## config.mk

```make
export PLATFORM = sky130hd
export DESIGN_NAME = serial_to_servo_pulse_framer
export DESIGN_NICKNAME = d
export VERILOG_FILES = /design/src/sspf_pkg.sv /design/src/sspf_front.sv /design/src/sspf_queue.sv /design/src/sspf_back.sv /design/src/serial_to_servo_pulse_framer.sv
export SDC_FILE = /design/constraint.sdc
export NUM_CORES = 1
export LEC_CHECK = 0
export ABC_CLOCK_PERIOD_IN_PS = 8300
export BUFFER_PORTS_ARGS = -buffer_cell sky130_fd_sc_hd__buf_2
export CORE_MARGIN = 2
export CORE_UTILIZATION = 55
export CTS_CLUSTER_SIZE = 20
export DETAILED_ROUTE_END_ITERATION = 10
export MAX_ROUTING_LAYER = met4
export PLACE_DENSITY = 0.75
export SYNTH_ARGS = -nofsm -noshare
export SYNTH_HDL_FRONTEND = slang
export SYNTH_HIERARCHICAL = 1
export SYNTH_SLANG_ARGS = --single-unit
```

## constraint.sdc

```tcl
create_clock -name i_clk -period 8.3 [get_ports i_clk]
set_input_delay 0.415 -clock i_clk [delete_from_list [all_inputs] [get_ports i_clk]]
set_output_delay 0.415 -clock i_clk [all_outputs]
set_load 0.05 [all_outputs]
```

## src/sspf_pkg.sv

```systemverilog
// Package for the serial-to-servo pulse framer: frame geometry, channel
// counts, parser and sequencer state types, and the structs between blocks.
// No dependencies.
`timescale 1ns / 1ps
`default_nettype none

package sspf_pkg;

    // Frame geometry
    localparam int CHANNEL_COUNT     = 9;
    localparam int PPM_CHANNEL_COUNT = 8;
    localparam int WIRED_OUTPUTS     = 9;
    localparam int PPM_LIMIT         = 8;

    localparam int PAYLOAD_BYTES = 2 * CHANNEL_COUNT;
    localparam int PPM_N = (PPM_CHANNEL_COUNT > PPM_LIMIT) ? PPM_LIMIT : PPM_CHANNEL_COUNT;

    // Counter and index widths
    localparam int CNT_W    = $clog2(PAYLOAD_BYTES + 1);
    localparam int ST_IDX_W = (PAYLOAD_BYTES > 1) ? $clog2(PAYLOAD_BYTES) : 1;
    localparam int CH_IDX_W = (CHANNEL_COUNT > 1) ? $clog2(CHANNEL_COUNT) : 1;
    localparam int SEG_W    = 5;

    // Byte codes
    localparam logic [7:0] SYNC_BYTE    = 8'hFF;
    localparam logic [7:0] TRAILER_BYTE = 8'hEE;

    // Register reset values and map
    localparam logic [15:0] PRE_PULSE_RST = 16'd2949;
    localparam logic [15:0] SYNC_GAP_RST  = 16'(33915 - 2949);
    localparam int          ADDR_W        = 4;

    typedef enum logic [1:0] {
        REG_PPM_MODE  = 2'd0,
        REG_PRE_PULSE = 2'd1,
        REG_SYNC_GAP  = 2'd2,
        REG_NONE      = 2'd3
    } t_reg_idx;

    typedef enum logic [1:0] {
        PH_SEARCH1,
        PH_SEARCH2,
        PH_PAYLOAD,
        PH_TRAILER
    } t_phase;

    typedef enum logic {
        BK_IDLE,
        BK_RUN
    } t_bk_state;

    // One complete frame of channel values, high byte first on the wire
    typedef logic [CHANNEL_COUNT-1:0][15:0] t_frame;

    typedef struct packed {
        logic   push;
        t_frame frame;
    } t_frame_req;

    typedef struct packed {
        logic  full;
        logic  empty;
    } t_q_status;

    typedef struct packed {
        logic        ppm_mode;
        logic [15:0] pre_pulse;
        logic [15:0] sync_gap;
    } t_cfg;

endpackage

`default_nettype wire

```

## src/sspf_front.sv

```systemverilog
// Front end of the framer: accepts serial bytes, tracks sync/payload/trailer
// and keeps the payload store. Hands finished frames to the frame queue.
// Depends on sspf_pkg.
`timescale 1ns / 1ps
`default_nettype none

module sspf_front (
    input  wire logic              i_clk,
    input  wire logic              i_rst_n,
    input  wire logic              i_valid,
    output logic                   o_ready,
    input  wire logic [7:0]        i_rx_byte,
    input  wire sspf_pkg::t_q_status i_q_status,
    output sspf_pkg::t_frame_req   o_req
);
    import sspf_pkg::*;

    t_phase           r_phase, n_phase;
    logic [CNT_W-1:0] r_count, n_count;
    logic [7:0]       r_store [PAYLOAD_BYTES];
    logic             accept;
    logic [CNT_W-1:0] count_inc;

    // Only the trailer byte may need queue space
    assign o_ready   = !((r_phase == PH_TRAILER) && i_q_status.full);
    assign accept    = i_valid && o_ready;
    assign count_inc = r_count + CNT_W'(1);

    // Parser next state
    always_comb begin
        n_phase = r_phase;
        n_count = r_count;
        if (accept) begin
            unique case (r_phase)
                PH_SEARCH1: begin
                    if (i_rx_byte == SYNC_BYTE) n_phase = PH_SEARCH2;
                end
                PH_SEARCH2: begin
                    if (i_rx_byte == SYNC_BYTE) begin
                        n_phase = PH_PAYLOAD;
                        n_count = '0;
                    end else begin
                        n_phase = PH_SEARCH1;
                    end
                end
                PH_PAYLOAD: begin
                    n_count = count_inc;
                    if (count_inc >= CNT_W'(PAYLOAD_BYTES)) n_phase = PH_TRAILER;
                end
                PH_TRAILER: begin
                    n_phase = PH_SEARCH1;
                end
                default: n_phase = PH_SEARCH1;
            endcase
        end
    end

    always_ff @(posedge i_clk) begin
        if (!i_rst_n) begin
            r_phase <= PH_SEARCH1;
            r_count <= '0;
        end else begin
            r_phase <= n_phase;
            r_count <= n_count;
        end
    end

    // Payload store, no reset: always filled before the trailer
    always_ff @(posedge i_clk) begin
        if (accept && (r_phase == PH_PAYLOAD)) begin
            r_store[r_count[ST_IDX_W-1:0]] <= i_rx_byte;
        end
    end

    // Frame request on a good trailer
    always_comb begin
        o_req.push = accept && (r_phase == PH_TRAILER) && (i_rx_byte == TRAILER_BYTE);
        for (int i = 0; i < CHANNEL_COUNT; i++) begin
            o_req.frame[i] = {r_store[2*i], r_store[2*i+1]};
        end
    end

endmodule

`default_nettype wire

```

## src/sspf_queue.sv

```systemverilog
// Two-entry frame queue between the parser and the segment sequencer.
// Depends on sspf_pkg.
`timescale 1ns / 1ps
`default_nettype none

module sspf_queue (
    input  wire logic                i_clk,
    input  wire logic                i_rst_n,
    input  wire sspf_pkg::t_frame_req i_req,
    input  wire logic                i_pop,
    output sspf_pkg::t_frame         o_frame,
    output sspf_pkg::t_q_status      o_status
);
    import sspf_pkg::*;

    t_frame     r_mem [2];
    logic       r_wptr, r_rptr;
    logic [1:0] r_cnt;
    logic       do_push, do_pop;

    assign o_status.full  = (r_cnt == 2'd2);
    assign o_status.empty = (r_cnt == 2'd0);
    assign do_push = i_req.push && !o_status.full;
    assign do_pop  = i_pop && !o_status.empty;
    assign o_frame = r_mem[r_rptr];

    // Pointers and fill count
    always_ff @(posedge i_clk) begin
        if (!i_rst_n) begin
            r_wptr <= 1'b0;
            r_rptr <= 1'b0;
            r_cnt  <= 2'd0;
        end else begin
            if (do_push) r_wptr <= !r_wptr;
            if (do_pop)  r_rptr <= !r_rptr;
            r_cnt <= r_cnt + 2'(do_push) - 2'(do_pop);
        end
    end

    // Frame storage
    always_ff @(posedge i_clk) begin
        if (do_push) r_mem[r_wptr] <= i_req.frame;
    end

endmodule

`default_nettype wire

```

## src/sspf_back.sv

```systemverilog
// Back end of the framer: takes one frame from the queue and steps its PWM
// or PPM segments into an output register, one per cycle unless stalled.
// Depends on sspf_pkg.
`timescale 1ns / 1ps
`default_nettype none

module sspf_back (
    input  wire logic                 i_clk,
    input  wire logic                 i_rst_n,
    input  wire sspf_pkg::t_cfg       i_cfg,
    input  wire sspf_pkg::t_frame     i_frame,
    input  wire sspf_pkg::t_q_status  i_q_status,
    output logic                      o_pop,
    output logic                      o_valid,
    input  wire logic                 i_ready,
    output logic                      o_ppm_level,
    output logic                      o_channel_active,
    output logic [3:0]                o_channel_index,
    output logic [15:0]               o_duration_ticks,
    output logic                      o_last_segment
);
    import sspf_pkg::*;

    t_bk_state        r_state, n_state;
    logic [SEG_W-1:0] r_seg, n_seg;
    t_frame           r_frame;
    logic             r_valid, n_valid;
    logic             r_lvl, r_act, r_last;
    logic [3:0]       r_idx;
    logic [15:0]      r_dur;

    logic             slot_free, emit;
    logic [3:0]       ch;
    logic [15:0]      ch_val;
    logic             s_lvl, s_act, s_last;
    logic [3:0]       s_idx;
    logic [15:0]      s_dur;

    assign slot_free = !r_valid || i_ready;

    // Channel value, zero beyond the payload
    always_comb begin
        ch = i_cfg.ppm_mode ? r_seg[4:1] : r_seg[3:0];
        if ({1'b0, ch} < 5'(CHANNEL_COUNT)) ch_val = r_frame[ch[CH_IDX_W-1:0]];
        else                                 ch_val = 16'd0;
    end

    // Segment fields for the current step
    always_comb begin
        s_lvl  = 1'b0;
        s_act  = 1'b0;
        s_idx  = ch;
        s_dur  = ch_val;
        s_last = 1'b0;
        if (i_cfg.ppm_mode) begin
            priority if (r_seg == SEG_W'(2*PPM_N)) begin
                s_lvl = 1'b1;
                s_idx = 4'd0;
                s_dur = i_cfg.pre_pulse;
            end else if (r_seg == SEG_W'(2*PPM_N+1)) begin
                s_idx  = 4'd0;
                s_dur  = i_cfg.sync_gap;
                s_last = 1'b1;
            end else begin
                s_lvl = !r_seg[0];
                s_act = ({1'b0, ch} < 5'(WIRED_OUTPUTS - 1));
                s_dur = r_seg[0] ? (ch_val - i_cfg.pre_pulse) : i_cfg.pre_pulse;
            end
        end else begin
            s_act  = ({1'b0, ch} < 5'(WIRED_OUTPUTS));
            s_last = (r_seg == SEG_W'(CHANNEL_COUNT - 1));
        end
    end

    // Sequencer
    always_comb begin
        n_state = r_state;
        n_seg   = r_seg;
        n_valid = r_valid && !i_ready;
        o_pop   = 1'b0;
        emit    = 1'b0;
        unique case (r_state)
            BK_IDLE: begin
                if (!i_q_status.empty) begin
                    o_pop   = 1'b1;
                    n_seg   = '0;
                    n_state = BK_RUN;
                end
            end
            BK_RUN: begin
                if (slot_free) begin
                    emit    = 1'b1;
                    n_valid = 1'b1;
                    n_seg   = r_seg + SEG_W'(1);
                    if (s_last) n_state = BK_IDLE;
                end
            end
            default: n_state = BK_IDLE;
        endcase
    end

    always_ff @(posedge i_clk) begin
        if (!i_rst_n) begin
            r_state <= BK_IDLE;
            r_seg   <= '0;
            r_valid <= 1'b0;
        end else begin
            r_state <= n_state;
            r_seg   <= n_seg;
            r_valid <= n_valid;
        end
    end

    // Working frame and output register
    always_ff @(posedge i_clk) begin
        if (o_pop) r_frame <= i_frame;
        if (emit) begin
            r_lvl  <= s_lvl;
            r_act  <= s_act;
            r_idx  <= s_idx;
            r_dur  <= s_dur;
            r_last <= s_last;
        end
    end

    assign o_valid          = r_valid;
    assign o_ppm_level      = r_lvl;
    assign o_channel_active = r_act;
    assign o_channel_index  = r_idx;
    assign o_duration_ticks = r_dur;
    assign o_last_segment   = r_last;

endmodule

`default_nettype wire

```

## src/serial_to_servo_pulse_framer.sv

```systemverilog
// Serial-to-servo pulse framer, top level: register port, parser front end,
// frame queue and segment sequencer. Depends on sspf_pkg and its submodules.
//
// Bytes are taken one per cycle while o_ready is high. A frame is 0xFF 0xFF,
// two bytes per channel (high byte first) and the trailer 0xEE; a good
// trailer queues the frame and the sequencer loads it and then emits its
// segments one per cycle while the output is not stalled: CHANNEL_COUNT
// segments in PWM mode, 2*min(PPM_CHANNEL_COUNT,8)+2 in PPM mode (18 with
// the defaults). The first segment passes the queue entry, the sequencer's
// load step and the segment output register before it is presented.
// The two-entry frame queue sets how far the parser can run ahead: the
// trailer byte is held off while two frames are waiting. Registers at byte
// addresses 0 (ppm_mode), 4 (pre_pulse_ticks) and 8 (sync_gap_ticks); change
// them only while no frame is in flight.
`timescale 1ns / 1ps
`default_nettype none

module serial_to_servo_pulse_framer (
    input  wire logic        i_clk,
    input  wire logic        i_rst_n,
    // Byte input
    input  wire logic        i_valid,
    output logic             o_ready,
    input  wire logic [7:0]  i_rx_byte,
    // Segment output
    output logic             o_valid,
    input  wire logic        i_ready,
    output logic             o_ppm_level,
    output logic             o_channel_active,
    output logic [3:0]       o_channel_index,
    output logic [15:0]      o_duration_ticks,
    output logic             o_last_segment,
    // Register port
    input  wire logic        psel,
    input  wire logic        penable,
    input  wire logic        pwrite,
    input  wire logic [sspf_pkg::ADDR_W-1:0] paddr,
    input  wire logic [31:0] pwdata,
    output logic [31:0]      prdata,
    output logic             pready
);
    import sspf_pkg::*;

    t_cfg       r_cfg;
    t_reg_idx   reg_sel;
    t_frame_req req;
    t_q_status  q_status;
    t_frame     q_frame;
    logic       pop;
    logic       cfg_wr;

    // Register file
    assign pready  = 1'b1;
    assign reg_sel = t_reg_idx'(paddr[3:2]);
    assign cfg_wr  = psel && penable && pwrite && pready;

    always_ff @(posedge i_clk) begin
        if (!i_rst_n) begin
            r_cfg.ppm_mode  <= 1'b0;
            r_cfg.pre_pulse <= PRE_PULSE_RST;
            r_cfg.sync_gap  <= SYNC_GAP_RST;
        end else if (cfg_wr) begin
            unique case (reg_sel)
                REG_PPM_MODE:  r_cfg.ppm_mode  <= pwdata[0];
                REG_PRE_PULSE: r_cfg.pre_pulse <= pwdata[15:0];
                REG_SYNC_GAP:  r_cfg.sync_gap  <= pwdata[15:0];
                REG_NONE:      ;
                default:       ;
            endcase
        end
    end

    // Read back
    always_comb begin
        unique case (reg_sel)
            REG_PPM_MODE:  prdata = {31'd0, r_cfg.ppm_mode};
            REG_PRE_PULSE: prdata = {16'd0, r_cfg.pre_pulse};
            REG_SYNC_GAP:  prdata = {16'd0, r_cfg.sync_gap};
            default:       prdata = 32'd0;
        endcase
    end

    sspf_front u_front (
        .i_clk      (i_clk),
        .i_rst_n    (i_rst_n),
        .i_valid    (i_valid),
        .o_ready    (o_ready),
        .i_rx_byte  (i_rx_byte),
        .i_q_status (q_status),
        .o_req      (req)
    );

    sspf_queue u_queue (
        .i_clk    (i_clk),
        .i_rst_n  (i_rst_n),
        .i_req    (req),
        .i_pop    (pop),
        .o_frame  (q_frame),
        .o_status (q_status)
    );

    sspf_back u_back (
        .i_clk            (i_clk),
        .i_rst_n          (i_rst_n),
        .i_cfg            (r_cfg),
        .i_frame          (q_frame),
        .i_q_status       (q_status),
        .o_pop            (pop),
        .o_valid          (o_valid),
        .i_ready          (i_ready),
        .o_ppm_level      (o_ppm_level),
        .o_channel_active (o_channel_active),
        .o_channel_index  (o_channel_index),
        .o_duration_ticks (o_duration_ticks),
        .o_last_segment   (o_last_segment)
    );

    // Checks
    a_no_push_full: assert property (@(posedge i_clk) disable iff (!i_rst_n)
        q_status.full |-> !req.push)
        else $error("frame pushed into full queue");

    a_no_pop_empty: assert property (@(posedge i_clk) disable iff (!i_rst_n)
        q_status.empty |-> !pop)
        else $error("frame popped from empty queue");

    a_pwm_level_low: assert property (@(posedge i_clk) disable iff (!i_rst_n)
        (o_valid && !r_cfg.ppm_mode) |-> !o_ppm_level)
        else $error("PPM level high in PWM mode");

    a_last_goes_idle: assert property (@(posedge i_clk) disable iff (!i_rst_n)
        (o_valid && o_last_segment && i_ready) |=> (!o_valid || !o_last_segment))
        else $error("last segment repeated");

endmodule

`default_nettype wire
```

# Yosys cells after proc, flatten, opt, wreduce, memory -nomap -nowiden
# Memories as Yosys holds them, arrays and structs flattened. A register that Yosys moved wholly into a read port is not among the register bits.
# Cells that the tools add are included.
# Widths: inputs -> output; s select.
dict set report classes {
  n_mul 0
  addsub 5
  n_mux 42
  bitwise 1
  eq_ne 16
  n_shift 0
  reduce_logical 29
  magnitude_cmp 4
  n_div 0
}
# cell count
set op_table {}
lappend op_table {{$mux 16} 6}
lappend op_table {{$bmux 16 s4} 1}
lappend op_table {{$pmux 16 s3} 1}
lappend op_table {{$mux 1} 20}
lappend op_table {{$pmux 5 s2} 2}
lappend op_table {{$eq 8x8->1 const B} 2}
lappend op_table {{$mux 4} 4}
lappend op_table {{$sub 16x16->16} 1}
lappend op_table {{$mux 5} 3}
lappend op_table {{$add 5x1->5 const B} 2}
lappend op_table {{$eq 5x5->1 const B} 2}
lappend op_table {{$logic_and 1x1->1} 10}
lappend op_table {{$eq 2x2->1 const B} 4}
lappend op_table {{$logic_not 1->1} 8}
lappend op_table {{$lt 4x4->1 const B} 2}
lappend op_table {{$pmux 2 s4} 1}
lappend op_table {{$reduce_and 2->1} 4}
lappend op_table {{$logic_not 2->1} 3}
lappend op_table {{$mux 2} 3}
lappend op_table {{$ne 2x1->1 const B} 3}
lappend op_table {{$reduce_and 3->1} 2}
lappend op_table {{$eq 5x4->1 const B} 1}
lappend op_table {{$ge 5x5->1 const B} 1}
lappend op_table {{$lt 4x5->1 const B} 1}
lappend op_table {{8 further kinds} 10}
dict set report totals {
  register_bits 74
  mem_bits_rw 432
  rom_bits 0
  n_memories 2
  latch_bits 0
  output_inout_bits 58
  inputBits 51
  elab_cells 115
}
# memory depth width rd rd_clocked_by_memory_dff wr line_no
set mem_list {}
lappend mem_list {u_queue.r_mem 2 144 1 1 1 sspf_queue.sv:16} ;# t_frame r_mem [2];
lappend mem_list {u_front.r_store 18 8 18 0 1 sspf_front.sv:20} ;# logic [7:0] r_store [PAYLOAD_BYTES];

# Logic depth before layout (Yosys ltp)
dict set report logic_depth {
  depth_word 9
  depth_mapped 21
  depth_no_buf 19
}

# By module
# Netlist, hierarchy kept.
# mod seq_area_each_um2 instances area_each_um2 cells_per_inst
set by_module_without_submodules {}
lappend by_module_without_submodules {sspf_queue 8748.4 1 10859.2 475}
lappend by_module_without_submodules {sspf_back 5154.9 1 8035.2 652}
lappend by_module_without_submodules {sspf_front 4464.3 1 5001.0 241}
lappend by_module_without_submodules {serial_to_servo_pulse_framer 660.6 1 1660.3 187}

# Worst setup path before layout
# OpenSTA, ideal clock, no wires.
dict set report synth_path {
  path_type {reg2reg}
  from {register u_queue.r_cnt[1]}
  to {register u_queue.r_cnt[1]}
  setup_time_ns 0.115
  t_required_ns 8.185
  stages_incl_launch_ff 10
  setup_slack_ns 0.319
  arrival_ns 7.866
  n_path_buf 0
  cell_sequence {dfxtp_1 > nor2_1 > nor2_1 > o21a_1 > ha_1 > inv_1 > ha_1 > xor2_1 > and2_1 > nor3_1}
}
# item line_no
set synth_lines {}
lappend synth_lines {{from (decl)} sspf_queue.sv:18} ;# logic [1:0] r_cnt;
lappend synth_lines {{from (signal assigned)} sspf_queue.sv:36} ;# r_cnt <= r_cnt + 2'(do_push) - 2'(do_pop);

# Final worst setup path
dict set report layout_path {
  from {register r_cfg[32] in the netlist's numbering}
  to {register u_back.r_dur[15] (netlist: u_back/o_duration_ticks[15]) (data pin)}
}
dict set report layout_via {
  elab_chain_cells 9
  elab_cells_between_ends 10
  cone_classes {add/sub (1); order compare (1); mux (8)}
}
# item line_no
set layout_rtl {}
lappend layout_rtl {{from (decl)} serial_to_servo_pulse_framer.sv:44} ;# t_cfg r_cfg;
lappend layout_rtl {{$mux 4} sspf_back.sv:43} ;# ch = i_cfg.ppm_mode ? r_seg[4:1] : r_seg[3:0];
lappend layout_rtl {{$bmux 16 s4} sspf_back.sv:44} ;# if ({1'b0, ch} < 5'(CHANNEL_COUNT)) ch_val = r_frame[ch[CH_IDX_W-1:0]];
lappend layout_rtl {{$mux 16 (implied by the code)} sspf_back.sv:44}
lappend layout_rtl {{$mux 16} sspf_back.sv:44}
lappend layout_rtl {{$sub 16x16->16} sspf_back.sv:67} ;# s_dur = r_seg[0] ? (ch_val - i_cfg.pre_pulse) : i_cfg.pre_pulse;
lappend layout_rtl {{$mux 16} sspf_back.sv:67}
lappend layout_rtl {{$mux 16} sspf_back.sv:60} ;# end else if (r_seg == SEG_W'(2*PPM_N+1)) begin
lappend layout_rtl {{$mux 16} sspf_back.sv:56} ;# priority if (r_seg == SEG_W'(2*PPM_N)) begin
lappend layout_rtl {{$mux 16 (*)} sspf_back.sv:55} ;# if (i_cfg.ppm_mode) begin
lappend layout_rtl {{net u_back.s_dur[15]} sspf_back.sv:37} ;# logic [15:0] s_dur;
lappend layout_rtl {{to (signal assigned)} sspf_back.sv:121} ;# r_dur <= s_dur;
lappend layout_rtl {{to (decl)} sspf_back.sv:30} ;# logic [15:0] r_dur;
# The timed path passes the listed nets; every way through them passes the cells marked *. The select of a mux whose other input is x is not followed.
# A chain may end at the register's enable or synchronous reset.

==> flow_summary.json <==
{
  "reg2reg_depth": 17,
  "yosys.area.top_type_share": 0.704,
  "antenna_found_initial": 0,
  "drt-total-wl_um": 48800,
  "diodes": 0,
  "synth_edf_count": 599,
  "path_cells": "buf_4 -> mux2i_4 -> buf_4 -> nand2_1 -> and3_1 -> a311oi_1 -> a31oi_1 -> o21ai_1 -> ha_1 -> nor2b_1 -> o2111ai_1 -> a31oi_1 -> o21ai_0 -> o31a_1 -> xnor2_1 -> mux2i_1 -> a21oi_1",
  "synth.top_cells.by_area": "edfxtp_1 70%, dfxtp_1 4.1%, mux2_2 3.8%",
  "setup_tns_ns": 0,
  "power_w": 0.00640,
  "drc": 0,
  "wl_per_cell_um": 21.3,
  "yosys_warnings": 6,
  "path_depth": 17,
  "start_util": 0.561,
  "power.density_mw_per_mm2": 226,
  "min_to": "r_cfg[30]",
  "ant_nets": 0,
  "grt_max_degree": 151,
  "area_growth_pct": 11.0,
  "finClkSkew_ns": 0.0251,
  "synth-seq-area-share": 0.745,
  "min_from": "pwdata[14]",
  "rr_startpoint": "r_cfg[32]",
  "slowest_delay_ns": 0.67,
  "ir_drop_uv": 195,
  "maxCapViolations": 0,
  "synth_flop_cell": "edfxtp_1",
  "syn_area_mm2": 0.0256,
  "synth_top_area_cell": "edfxtp_1",
  "nFillCells": 3098,
  "synth_cells": 1555,
  "multi_input_area_mm2": 0.00589,
  "numCtsBuffers": 61,
  "clk_latency_ns": 0.64,
  "worst-path-buf-inv": 2,
  "cp-end-kind": "flop",
  "seqCellArea_mm2": 0.0190,
  "core_mm2": 0.0456,
  "required_ns": 8.64,
  "vias_per_cell": 5.71,
  "synth_cell_type_count": 71,
  "fin_ws_ns": 2.77,
  "status": "finished, final reports clean",
  "period_needed_ns": 5.53,
  "rows": 78,
  "ys_top_cells_by_count": "599 x edfxtp_1, 172 x nand2_1, 86 x mux2_2",
  "grt_pass1_wl_um": 74000,
  "avgSynthCellArea_um2": 16.4,
  "cts.path.max_buffers": 3,
  "tritoncts": "done",
  "h-tree-depth": 2,
  "hold_viol_final": 0,
  "track_usage": 0.211,
  "gp_congestion": 0.853,
  "reg2reg_setup_slack_ns": 2.77,
  "numClockSinks": 651,
  "die_h_um": 220,
  "die-area_mm2": 0.0482,
  "synth_async_sr_flop_share": 0,
  "drt_iter0_drc": 1127,
  "path_delay_family": "compound AO/OA/AOI/OAI gates",
  "ios": 109,
  "post-dp-hpwl_um": 27700,
  "clk_pin_slew_ns": 0.06,
  "pre_cts_slack_ns": 2.99,
  "hold_depth": 3,
  "setup_violations": 0,
  "cts-resized-gates": 0,
  "startpoint_type": "flop",
  "max_freq_mhz": 181,
  "critical-path-slowest-cell": "buf_4",
  "hold_class": "input port to flop",
  "holdBufCountCts": 0,
  "layout-drive-gt1-share": 0.210,
  "fin_hold_ws_ns": 0.0441,
  "tightest_slew_ns": 1.26,
  "crit_type": "flop to flop",
  "vias": 13053,
  "post-route-period-util": 0.667,
  "cts_setup_buffers": 0,
  "io_buffers": 73,
  "fin_nets": 1713,
  "yosysMostFrequentCell": "edfxtp_1",
  "timing.rr.end": "u_back/o_duration_ticks[15]",
  "power_leakage_nw": 9.62,
  "finish.utilization": 0.622,
  "first_global_vias": 13049,
  "finalMaxSlewViolations": 0,
  "ys_ff_latch": 651,
  "cts_root_buf": "clkbuf_16",
  "fp.dieW_um": 220,
  "worstPathArrival_ns": 5.88,
  "relSlewSlack": 0.159,
  "drt-pass1-iter-count": 5,
  "critical_path_peak_fanout": 54,
  "rsz0062_at_grt": "no",
  "grt.overflow.total": 0
}
kinds of logic after synthesis:
logic type      share of synthesized area
xor+xnor                          0.00548
simple gates                       0.0606
fa+ha+maj                          0.0130
flops                               0.745
buf+inv                            0.0282
compound gates                     0.0555
other cells                      0.000294
mux                                0.0923
worst max-delay path by stage:
stage                           startpoint                     endpoint  slack (ns)
after global placement           r_cfg[32]  u_back/o_duration_ticks[13]        3.14
after global routing             r_cfg[32]  u_back/o_duration_ticks[15]        2.54
after CTS                        r_cfg[32]  u_back/o_duration_ticks[15]        2.84
after detailed placement         r_cfg[32]  u_back/o_duration_ticks[15]        2.99
final                            r_cfg[32]  u_back/o_duration_ticks[15]        2.77
after floorplan           u_queue/r_cnt[1]             u_queue/r_cnt[1]        0.32
worst reg2reg max path, delay by kind of cell (launching register included):
family,cells,cell delay [ns]
AOI/OAI and AO/OA,8,2.21
buffers and inverters,2,1.09
muxes,2,0.58
and+or+nand+nor,3,0.57
DFF,1,0.32
adders and majority gates,1,0.30
xor gates and xnor gates,1,0.18
flip-flops by register name, summed over array words and instances, names as in the netlist, 2 cells and up, named ones only:
name,count
u_queue/r_cnt,2
u_front/r_store,144
r_cfg,33
u_queue/r_mem,288
u_back/o_channel_index,4
u_back/o_duration_ticks,16
u_back/r_seg,5
u_front/r_count,5
u_back/r_frame,144
power by group:
group,internal (W),total [W],switching [W],leakage (nW)
logic,0.0000223,0.000103,0.0000809,2.86
clock network,0.00158,0.00276,0.00118,0.956
registers,0.00354,0.00354,0.00000309,5.80
total,0.00514,0.00640,0.00127,9.62
through the flow:
| stage | cells | instance area (um^2) |
|---|---|---|
| floorplan | 1570 | 25600 |
| global placement | 2173 | 26400 |
| detailed placement | 2173 | 26400 |
| CTS | 2285 | 28400 |
| global route | 2285 | 28400 |
| finish | 2285 | 28400 |
area by class of cell:
type,count,share of cell area
sequential,651,0.671
clock inverter,40,0.0151
tap,600,0.0265
clock buffer,72,0.0553
timing repair buffer,88,0.0177
multi-input combinational,785,0.208
inverter,49,0.00649
cells in the final DEF, fill, tap and decap left out, types with 9 or more instances in the layout:
cell / n
inv_1: 46
a22o_1: 15
clkinv_1: 12
a21o_1: 10
ha_1: 25
a21oi_1: 27
edfxtp_1: 599
mux2i_1: 25
nor2_1: 55
dfxtp_1: 51
a311oi_1: 14
xnor2_1: 14
mux2_4: 60
buf_4: 13
mux2_2: 86
o21ai_0: 43
o211ai_1: 14
a31oi_1: 23
o21ai_1: 9
conb_1: 17
clkbuf_1: 11
and3_1: 14
nand2_1: 172
nand3_1: 34
clkbuf_16: 61
buf_2: 73
routing by layer:
layer	global-route usage	vias to the layer above	routed length (um)
li1	-	6034	-
met5	-	-	0
met1	0.264	6516	20400
met3	0.0399	87	2930
met2	0.351	416	24300
met4	0.0626	0	1130
Note: power is estimated with default switching activity, not from simulation.
